### src/rtl/core/gpfd_pkg.sv
// Shared types and constants for the gamepad poll frame decoder.
package gpfd_pkg;

	localparam int STORE_DEPTH = 9;
	localparam int POS_W       = 4;
	localparam int LEN_W       = 3;

	// Request codes on the input channel
	localparam logic CMD_OP_START = 1'b0;
	localparam logic CMD_OP_BYTE  = 1'b1;

	// Bytes sent to the pad
	localparam logic [7:0] TX_START    = 8'h01;
	localparam logic [7:0] TX_POLL     = 8'h42;
	localparam logic [7:0] TX_DATA_VIB = 8'h41;
	localparam logic [7:0] TX_DATA_OFF = 8'h00;
	localparam logic [7:0] TX_NONE     = 8'h00;

	localparam logic [7:0]  MARKER     = 8'h5A;
	localparam logic [15:0] BTN_MASK   = 16'hFFFF;
	localparam logic [7:0]  AXIS_BIAS  = 8'h80;
	localparam logic [7:0]  AXIS_TOP   = 8'd127;
	localparam logic [1:0]  LEN_MASK   = 2'b11;
	localparam logic [LEN_W-1:0] LEN_ANALOG = 3'd6;
	// Frame ends once position + 1 reaches length + 3
	localparam logic [POS_W:0] LEN_OFS = 5'd2;

	// Byte positions within the frame
	localparam logic [POS_W-1:0] POS_ID  = 4'd0;
	localparam logic [POS_W-1:0] POS_LEN = 4'd1;
	localparam logic [POS_W-1:0] POS_LAST = 4'd8;
	localparam int BYTE_MARKER = 2;
	localparam int BYTE_BTN_HI = 3;
	localparam int BYTE_BTN_LO = 4;
	localparam int BYTE_RX     = 5;
	localparam int BYTE_RY     = 6;
	localparam int BYTE_LX     = 7;
	localparam int BYTE_LY     = 8;

	// Registered input request
	typedef struct packed {
		logic       valid;
		logic       cmd;
		logic [7:0] rx_byte;
	} gpfd_item_t;

	typedef struct packed {
		logic [7:0]        tx_byte;
		logic              tx_valid;
		logic              frame_done;
		logic              frame_error;
		logic              analog_flag;
		logic [15:0]       buttons;
		logic signed [7:0] right_stick_x;
		logic signed [7:0] right_stick_y;
		logic signed [7:0] left_stick_x;
		logic signed [7:0] left_stick_y;
	} gpfd_res_t;

endpackage

### src/rtl/core/gpfd_if.sv
// Valid/ready channel interfaces for requests and results.
interface gpfd_in_if;
	logic       valid;
	logic       ready;
	logic       cmd;
	logic [7:0] rx_byte;

	modport source (output valid, output cmd, output rx_byte, input ready);
	modport sink (input valid, input cmd, input rx_byte, output ready);
endinterface

interface gpfd_out_if;
	logic              valid;
	logic              ready;
	logic [7:0]        tx_byte;
	logic              tx_valid;
	logic              frame_done;
	logic              frame_error;
	logic              analog_flag;
	logic [15:0]       buttons;
	logic signed [7:0] right_stick_x;
	logic signed [7:0] right_stick_y;
	logic signed [7:0] left_stick_x;
	logic signed [7:0] left_stick_y;

	modport source (output valid, output tx_byte, output tx_valid, output frame_done,
		output frame_error, output analog_flag, output buttons, output right_stick_x,
		output right_stick_y, output left_stick_x, output left_stick_y, input ready);
	modport sink (input valid, input tx_byte, input tx_valid, input frame_done,
		input frame_error, input analog_flag, input buttons, input right_stick_x,
		input right_stick_y, input left_stick_x, input left_stick_y, output ready);
endinterface

### src/rtl/core/gpfd_in_stage.sv
// Input register stage: captures one request per cycle unless it is full and not taken.
module gpfd_in_stage import gpfd_pkg::*; (
	input  logic       clk,
	input  logic       arst_n,
	input  logic       valid,
	output logic       ready,
	input  logic       cmd,
	input  logic [7:0] rx_byte,
	output gpfd_item_t item,
	input  logic       take
);

	logic       valid_s1;
	logic       cmd_s1;
	logic [7:0] rx_byte_s1;

	assign ready = !valid_s1 || take;

	always_ff @(posedge clk or negedge arst_n) begin
		if (!arst_n) begin
			valid_s1 <= 1'b0;
		end else if (ready) begin
			valid_s1 <= valid;
		end
	end

	always_ff @(posedge clk or negedge arst_n) begin
		if (!arst_n) begin
			cmd_s1     <= CMD_OP_START;
			rx_byte_s1 <= '0;
		end else if (ready && valid) begin
			cmd_s1     <= cmd;
			rx_byte_s1 <= rx_byte;
		end
	end

	assign item = '{valid: valid_s1, cmd: cmd_s1, rx_byte: rx_byte_s1};

endmodule

### src/rtl/core/gpfd_frame_core.sv
// Frame tracking, decode and result register.
module gpfd_frame_core import gpfd_pkg::*; (
	input  logic       clk,
	input  logic       arst_n,
	input  logic       cfg_wr_en,
	input  logic       cfg_wr_data,
	input  gpfd_item_t item,
	output logic       take,
	output logic       res_valid,
	input  logic       res_ready,
	output gpfd_res_t  res
);

	logic             vib_q;
	logic [7:0]       store_q [STORE_DEPTH];
	logic [7:0]       store_nx [STORE_DEPTH];
	logic [POS_W-1:0] pos_q, pos_nx;
	logic [LEN_W-1:0] len_q, len_nx;
	logic             active_q, active_nx;
	logic             res_valid_q;
	gpfd_res_t        res_q, res_nx;

	// Advance when the result register is free or being drained
	assign take = item.valid && (!res_valid_q || res_ready);

	always_comb begin
		store_nx  = store_q;
		pos_nx    = pos_q;
		len_nx    = len_q;
		active_nx = active_q;
		res_nx    = res_q;
		res_nx.tx_byte    = TX_NONE;
		res_nx.tx_valid   = 1'b0;
		res_nx.frame_done = 1'b0;
		unique case (item.cmd)
			CMD_OP_START: begin
				for (int i = 0; i < STORE_DEPTH; i++) begin
					store_nx[i] = '0;
				end
				pos_nx          = POS_ID;
				len_nx          = '0;
				active_nx       = 1'b1;
				res_nx.tx_byte  = TX_START;
				res_nx.tx_valid = 1'b1;
			end
			CMD_OP_BYTE: begin
				if (active_q) begin
					if (pos_q <= POS_LAST) begin
						store_nx[pos_q] = item.rx_byte;
					end
					if (pos_q == POS_LEN) begin
						len_nx = {item.rx_byte[1:0] & LEN_MASK, 1'b0};
					end
					if (pos_q != POS_ID && {1'b0, pos_q} >= {2'b00, len_nx} + LEN_OFS) begin
						active_nx         = 1'b0;
						pos_nx            = POS_ID;
						res_nx.frame_done = 1'b1;
						if (store_nx[BYTE_MARKER] == MARKER) begin
							res_nx.frame_error = 1'b0;
							res_nx.buttons =
								{store_nx[BYTE_BTN_HI], store_nx[BYTE_BTN_LO]} ^ BTN_MASK;
							if (len_nx == LEN_ANALOG) begin
								res_nx.analog_flag   = 1'b1;
								res_nx.right_stick_x = store_nx[BYTE_RX] ^ AXIS_BIAS;
								res_nx.right_stick_y = AXIS_TOP - store_nx[BYTE_RY];
								res_nx.left_stick_x  = store_nx[BYTE_LX] ^ AXIS_BIAS;
								res_nx.left_stick_y  = AXIS_TOP - store_nx[BYTE_LY];
							end else begin
								res_nx.analog_flag   = 1'b0;
								res_nx.right_stick_x = '0;
								res_nx.right_stick_y = '0;
								res_nx.left_stick_x  = '0;
								res_nx.left_stick_y  = '0;
							end
						end else begin
							res_nx.frame_error   = 1'b1;
							res_nx.analog_flag   = 1'b0;
							res_nx.buttons       = '0;
							res_nx.right_stick_x = '0;
							res_nx.right_stick_y = '0;
							res_nx.left_stick_x  = '0;
							res_nx.left_stick_y  = '0;
						end
					end else begin
						pos_nx          = pos_q + 1'b1;
						res_nx.tx_valid = 1'b1;
						if (pos_q == POS_ID) begin
							res_nx.tx_byte = TX_POLL;
						end else begin
							res_nx.tx_byte = vib_q ? TX_DATA_VIB : TX_DATA_OFF;
						end
					end
				end
			end
		endcase
	end

	always_ff @(posedge clk or negedge arst_n) begin
		if (!arst_n) begin
			vib_q <= 1'b0;
		end else if (cfg_wr_en) begin
			vib_q <= cfg_wr_data;
		end
	end

	// Held decode fields live in the result register itself
	always_ff @(posedge clk or negedge arst_n) begin
		if (!arst_n) begin
			for (int i = 0; i < STORE_DEPTH; i++) begin
				store_q[i] <= '0;
			end
			pos_q       <= POS_ID;
			len_q       <= '0;
			active_q    <= 1'b0;
			res_valid_q <= 1'b0;
			res_q       <= '0;
		end else begin
			if (take) begin
				store_q  <= store_nx;
				pos_q    <= pos_nx;
				len_q    <= len_nx;
				active_q <= active_nx;
				res_q    <= res_nx;
			end
			if (take) begin
				res_valid_q <= 1'b1;
			end else if (res_ready) begin
				res_valid_q <= 1'b0;
			end
		end
	end

	assign res_valid = res_valid_q;
	assign res       = res_q;

	a_done_no_tx: assert property (@(posedge clk) disable iff (!arst_n)
		res_valid_q |-> !(res_q.frame_done && res_q.tx_valid))
		else $error("frame_done and tx_valid both set");

	a_pos_range: assert property (@(posedge clk) disable iff (!arst_n)
		pos_q <= POS_LAST)
		else $error("byte position beyond frame");

	a_err_zero: assert property (@(posedge clk) disable iff (!arst_n)
		res_q.frame_error |-> (res_q.buttons == '0 && !res_q.analog_flag))
		else $error("error frame with nonzero decode");

	a_start_opens: assert property (@(posedge clk) disable iff (!arst_n)
		(take && item.cmd == CMD_OP_START) |=> (active_q && pos_q == POS_ID))
		else $error("start request did not open a frame");

endmodule

### src/rtl/core/gamepad_poll_frame_decoder_top.sv
// Gamepad poll frame decoder: top level.
//
// rx_chan carries requests: cmd = start opens a frame, cmd = byte delivers one
// byte received from the pad. res_chan returns exactly one result per request:
// the next byte to send (tx_byte / tx_valid), frame_done on the closing byte,
// and the held decode of the last completed frame (error flag, analog flag,
// buttons and four stick axes).
// vibrate_enable is written through cfg_wr_en / cfg_wr_data; write it only
// while no request is in flight.
// A request passes through the input register and then the result register.
// Throughput: one request per cycle unless res_chan stalls; both registers
// advance together.
// Reset clears the frame store, the byte position, the held decode and the
// vibrate bit; no frame is open until a start request arrives.
// When res_chan stalls, the result register holds, the input register fills,
// and rx_chan.ready drops once both are occupied; nothing is lost.
module gamepad_poll_frame_decoder_top import gpfd_pkg::*; (
	input  logic       clk,
	input  logic       arst_n,
	input  logic       cfg_wr_en,
	input  logic       cfg_wr_data,
	gpfd_in_if.sink    rx_chan,
	gpfd_out_if.source res_chan
);

	gpfd_item_t item;
	gpfd_res_t  res;
	logic       take;

	gpfd_in_stage u_in_stage (
		.clk     (clk),
		.arst_n  (arst_n),
		.valid   (rx_chan.valid),
		.ready   (rx_chan.ready),
		.cmd     (rx_chan.cmd),
		.rx_byte (rx_chan.rx_byte),
		.item    (item),
		.take    (take)
	);

	gpfd_frame_core u_frame_core (
		.clk         (clk),
		.arst_n      (arst_n),
		.cfg_wr_en   (cfg_wr_en),
		.cfg_wr_data (cfg_wr_data),
		.item        (item),
		.take        (take),
		.res_valid   (res_chan.valid),
		.res_ready   (res_chan.ready),
		.res         (res)
	);

	assign res_chan.tx_byte       = res.tx_byte;
	assign res_chan.tx_valid      = res.tx_valid;
	assign res_chan.frame_done    = res.frame_done;
	assign res_chan.frame_error   = res.frame_error;
	assign res_chan.analog_flag   = res.analog_flag;
	assign res_chan.buttons       = res.buttons;
	assign res_chan.right_stick_x = res.right_stick_x;
	assign res_chan.right_stick_y = res.right_stick_y;
	assign res_chan.left_stick_x  = res.left_stick_x;
	assign res_chan.left_stick_y  = res.left_stick_y;

endmodule

### src/flat_wrapper.sv
// flat-port wrapper written by rule: the top's interface ports become plain ports
module gamepad_poll_frame_decoder_top_flat import gpfd_pkg::*;
  (clk, arst_n, cfg_wr_en, cfg_wr_data, rx_chan_valid, rx_chan_cmd, rx_chan_rx_byte, rx_chan_ready, res_chan_valid, res_chan_tx_byte, res_chan_tx_valid, res_chan_frame_done, res_chan_frame_error, res_chan_analog_flag, res_chan_buttons, res_chan_right_stick_x, res_chan_right_stick_y, res_chan_left_stick_x, res_chan_left_stick_y, res_chan_ready);
  gpfd_in_if rx_chan_i ();
  gpfd_out_if res_chan_i ();
  input  logic clk;
  input  logic arst_n;
  input  logic cfg_wr_en;
  input  logic cfg_wr_data;
  input wire logic [$bits(rx_chan_i.valid)-1:0] rx_chan_valid;
  input wire logic [$bits(rx_chan_i.cmd)-1:0] rx_chan_cmd;
  input wire logic [$bits(rx_chan_i.rx_byte)-1:0] rx_chan_rx_byte;
  output wire logic [$bits(rx_chan_i.ready)-1:0] rx_chan_ready;
  output wire logic [$bits(res_chan_i.valid)-1:0] res_chan_valid;
  output wire logic [$bits(res_chan_i.tx_byte)-1:0] res_chan_tx_byte;
  output wire logic [$bits(res_chan_i.tx_valid)-1:0] res_chan_tx_valid;
  output wire logic [$bits(res_chan_i.frame_done)-1:0] res_chan_frame_done;
  output wire logic [$bits(res_chan_i.frame_error)-1:0] res_chan_frame_error;
  output wire logic [$bits(res_chan_i.analog_flag)-1:0] res_chan_analog_flag;
  output wire logic [$bits(res_chan_i.buttons)-1:0] res_chan_buttons;
  output wire logic [$bits(res_chan_i.right_stick_x)-1:0] res_chan_right_stick_x;
  output wire logic [$bits(res_chan_i.right_stick_y)-1:0] res_chan_right_stick_y;
  output wire logic [$bits(res_chan_i.left_stick_x)-1:0] res_chan_left_stick_x;
  output wire logic [$bits(res_chan_i.left_stick_y)-1:0] res_chan_left_stick_y;
  input wire logic [$bits(res_chan_i.ready)-1:0] res_chan_ready;
  assign rx_chan_i.valid = rx_chan_valid;
  assign rx_chan_i.cmd = rx_chan_cmd;
  assign rx_chan_i.rx_byte = rx_chan_rx_byte;
  assign rx_chan_ready = rx_chan_i.ready;
  assign res_chan_valid = res_chan_i.valid;
  assign res_chan_tx_byte = res_chan_i.tx_byte;
  assign res_chan_tx_valid = res_chan_i.tx_valid;
  assign res_chan_frame_done = res_chan_i.frame_done;
  assign res_chan_frame_error = res_chan_i.frame_error;
  assign res_chan_analog_flag = res_chan_i.analog_flag;
  assign res_chan_buttons = res_chan_i.buttons;
  assign res_chan_right_stick_x = res_chan_i.right_stick_x;
  assign res_chan_right_stick_y = res_chan_i.right_stick_y;
  assign res_chan_left_stick_x = res_chan_i.left_stick_x;
  assign res_chan_left_stick_y = res_chan_i.left_stick_y;
  assign res_chan_i.ready = res_chan_ready;
  gamepad_poll_frame_decoder_top u_core (.clk(clk), .arst_n(arst_n), .cfg_wr_en(cfg_wr_en), .cfg_wr_data(cfg_wr_data), .rx_chan(rx_chan_i), .res_chan(res_chan_i));
endmodule
### config.mk
export PLATFORM = sky130hd
export DESIGN_NAME = gamepad_poll_frame_decoder_top_flat
export DESIGN_NICKNAME = d
export VERILOG_FILES = /design/src/rtl/core/gpfd_pkg.sv /design/src/rtl/core/gpfd_if.sv /design/src/rtl/core/gpfd_in_stage.sv /design/src/rtl/core/gpfd_frame_core.sv /design/src/rtl/core/gamepad_poll_frame_decoder_top.sv /design/src/flat_wrapper.sv
export SDC_FILE = /design/constraint.sdc
export NUM_CORES = 1
export LEC_CHECK = 0
export CORE_UTILIZATION = 60
export CTS_CLUSTER_DIAMETER = 120
export DETAILED_ROUTE_END_ITERATION = 10
export DONT_BUFFER_PORTS = 1
export PLACE_DENSITY = 0.84
export SYNTH_ARGS = -nofsm -noshare
export SYNTH_HDL_FRONTEND = slang
export SYNTH_SLANG_ARGS = --single-unit
### constraint.sdc
create_clock -name clk -period 4.65 [get_ports clk]
set_input_delay 0.93 -clock clk [delete_from_list [all_inputs] [get_ports clk]]
set_output_delay 0.93 -clock clk [all_outputs]
set_load 0.05 [all_outputs]
==> reports/results.ini <==
[global_routing]
antenna_found_initial = 0
grt_max_degree = 131
grt.overflow.total = 0
first_global_vias = 4118
grt_util_all_layers = 0.285
grt_pass1_wl_um = 21500

[power]
power_report.internal_total_mw = 2.11
power.share.sequential = 0.458
power_density_mw_per_mm2 = 491
swShare = 0.320
p_comb_frac = 0.153
p_leak_nw = 2.93
clkPwrFrac = 0.390
p_total_mw = 3.10
p_sw_mw = 0.991
ir_worst_vdd_mv = 0.352

[synthesis]
ys_warn_count = 0
ys_seq_area_frac = 0.562
synth_seq_cells = 130
syn_inst = 531
avgSynthCellArea_um2 = 10.9
syn_area_mm2 = 0.00579
ys_types = 33

[cts]
cts_setup_buffers = 0
root_buffer = clkbuf_8
clk_pin_slew_ns = 0.06
cts_tree = yes
clk_latency_ns = 0.53
h-tree-depth = 4
cts_resized = 0
cts.path.max_buffers = 2
cts_buffers = 17
cts_hold_buf = 0
clkSinkCount = 130

[final_layout]
finalInstanceArea_mm2 = 0.00632
post-route-util = 0.681
finalNonFillerCells = 659
finish.net_count = 540
synthToLayoutAreaGrowth_pct = 9.21
drive_above_1_share = 0.115
antennaDiodeCount = 0

[run_status]
status = finished, final reports clean

[detailed_routing]
wl_met1_um = 5480
num_vias = 4107
remaining_drc_errors = 0
drt-vias-per-instance = 6.23
routed_wl_um = 13000
dr.pass1.iters = 5
dr_wl_met2_um = 6160
top_layer_used = met4
postRouteAntennaNets = 0
wl_met3_um = 1010
drt_iter0_drc = 328
wl_per_cell_um = 19.8

[sta]
fin_worst_skew_ns = 0.00870
finalSetupViolations = 0
finalSetupTns_ns = 0
rsz0062_at_grt = no
holdWs_ns = 0.101
min_period_ns = 3.51
fin_ws_ns = 1.14
timing.final.crit_share = 0.756
tightestPinTransition_ns = 0.881
slew_violations = 0
relSlewSlack = 0.412
hold_viol = 0
fmax_mhz = 285

[floorplan]
core_area_mm2 = 0.00928
start_util = 0.623
ios = 77
die_w_um = 100
num_rows = 35
fp.dieH_um = 100
die_area_mm2 = 0.0100

[worst_setup_path]
arrival_ns = 3.88
path_class = reg2reg
required_ns = 5.01
startpoint = u_core.u_frame_core.pos_q[1]$_DFFE_PN0P_
crit_fanout = 101
worst_setup_path_start_kind = flip-flop
end_kind = flip-flop
timing.rr.start = u_core.u_frame_core.pos_q[1]$_DFFE_PN0P_
r2r_cells = 13

[min_path]
hp-class = in2async

[job]
drv_cap = 0

[place]
place_area_mm2 = 0.00578
post-place-ws_ns = 1.15
gp_congestion = 0.934
placed_cells = 627
portBuffers = 0
dpl.hpwl_um = 7920

[cell usage after synthesis (all sizes together)]
master	count	area [µm²]
nand2	119	447
or3b	1	11.3
nand2b	4	25.0
a21oi	2	10.0
nand4	3	18.8
buf	14	114
a31oi	1	6.26
and3	2	12.5
o211ai	2	15.0
o21ai	29	149
a22o	58	508
inv	4	15.0
clkbuf	25	93.8
o31ai	33	248
nor4bb	2	20.0
nor2b	3	18.8
a311oi	1	15.0
ha	8	100
a21boi	1	7.51
mux2	26	293
and2	7	43.8
mux2i	16	160
nor2	11	41.3
nor3b	3	22.5
dfrtp	130	3250
nand3b	2	15.0
nor4b	1	8.76
conb	1	3.75
nand3	22	110
[critical path: stages (launching register included)]
cell	delay, ns
dfrtp_1	0.43
inv_1	0.12
ha_1	0.20
nor3b_1	0.47
nand2_1	0.10
nand2_1	0.14
ha_1	0.17
inv_1	0.04
ha_1	0.30
a21oi_1	0.16
a21oi_1	0.13
o21ai_4	0.16
buf_4	0.70
o21ai_0	0.23
[layout make-up]
type	count	area, µm²
Tap cell	129	161
Clock buffer	22	453
Timing Repair Buffer	2	15.0
Clock inverter	10	85.1
Multi-Input combinational cell	362	2340
Sequential cell	130	3250
Inverter	4	15.0
Fill cell	669	2970
[kinds of logic (layout without fill, tap and decap cells)]
| group | after synthesis | after routing | share of synthesized area |
|---|---|---|---|
| AOI/OAI and AO/OA | 127 | 127 | 0.166 |
| adders and majority gates | 8 | 8 | 0.0173 |
| buffers and inverters | 43 | 38 | 0.0385 |
| DFF | 130 | 130 | 0.562 |
| muxes | 42 | 42 | 0.0783 |
| other | 1 | 5 | 0.000648 |
| and+or+nand+nor | 180 | 180 | 0.137 |
[cells in the final DEF, fill, tap and decap left out, types with 4 or more instances in the layout]
master	n
nor2_1	11
o21ai_0	17
nand3_1	22
nand2b_1	4
conb_1	5
o21ai_1	10
mux2_2	26
ha_1	8
inv_1	4
clkinv_2	5
clkinvlp_4	4
a22o_1	58
dfrtp_1	130
o31ai_1	33
and2_1	7
nand2_1	119
clkbuf_16	16
mux2i_1	16
[power by group through the flow]
stage | Sequential, mW | Combinational, mW | Clock [mW]
after global placement | 1.43 | 0.448 | 0
final | 1.42 | 0.473 | 1.21
after CTS | 1.42 | 0.472 | 1.22
after floorplan | 1.36 | 0.431 | 0
after detailed placement | 1.43 | 0.468 | 0
after global routing | 1.43 | 0.530 | 1.28
[metal layers]
metal / vias to the layer above / track usage
met5: - / 0
met2: 180 / 0.427
met3: 36 / 0.0968
met4: 0 / 0.125
li1: 1862 / -
met1: 2029 / 0.378
[state kept, by name, summed over array words and instances, names as in the netlist]
name                           cells
u_core.u_in_stage.rx_byte_s1       8
u_core.u_frame_core.pos_q          4
u_core.u_frame_core.res           54
u_core.u_frame_core.len_q          3
u_core.u_frame_core.store_q       56
u_core.u_frame_core.vib_q          1
u_core.u_in_stage.valid_s1         1
u_core.u_frame_core.res_valid      1
u_core.u_in_stage.cmd_s1           1
u_core.u_frame_core.active_q       1
[path summary, 6_finish.rpt]
check | to | slack [ns]
min in group clk | u_core.u_frame_core.store_q[31]$_DFFE_PN0P_ | 0.50
worst min-delay path | u_core.u_in_stage.valid_s1$_DFFE_PN0N_ | 0.10
max in group asynchronous | u_core.u_frame_core.store_q[52]$_DFFE_PN0P_ | 4.33
worst min register to register | u_core.u_frame_core.store_q[31]$_DFFE_PN0P_ | 0.50
worst max register to register | u_core.u_frame_core.res[33]$_DFFE_PN0P_ | 1.14
worst max-delay path | u_core.u_frame_core.res[33]$_DFFE_PN0P_ | 1.14
Power figures use the tool's default switching activity.
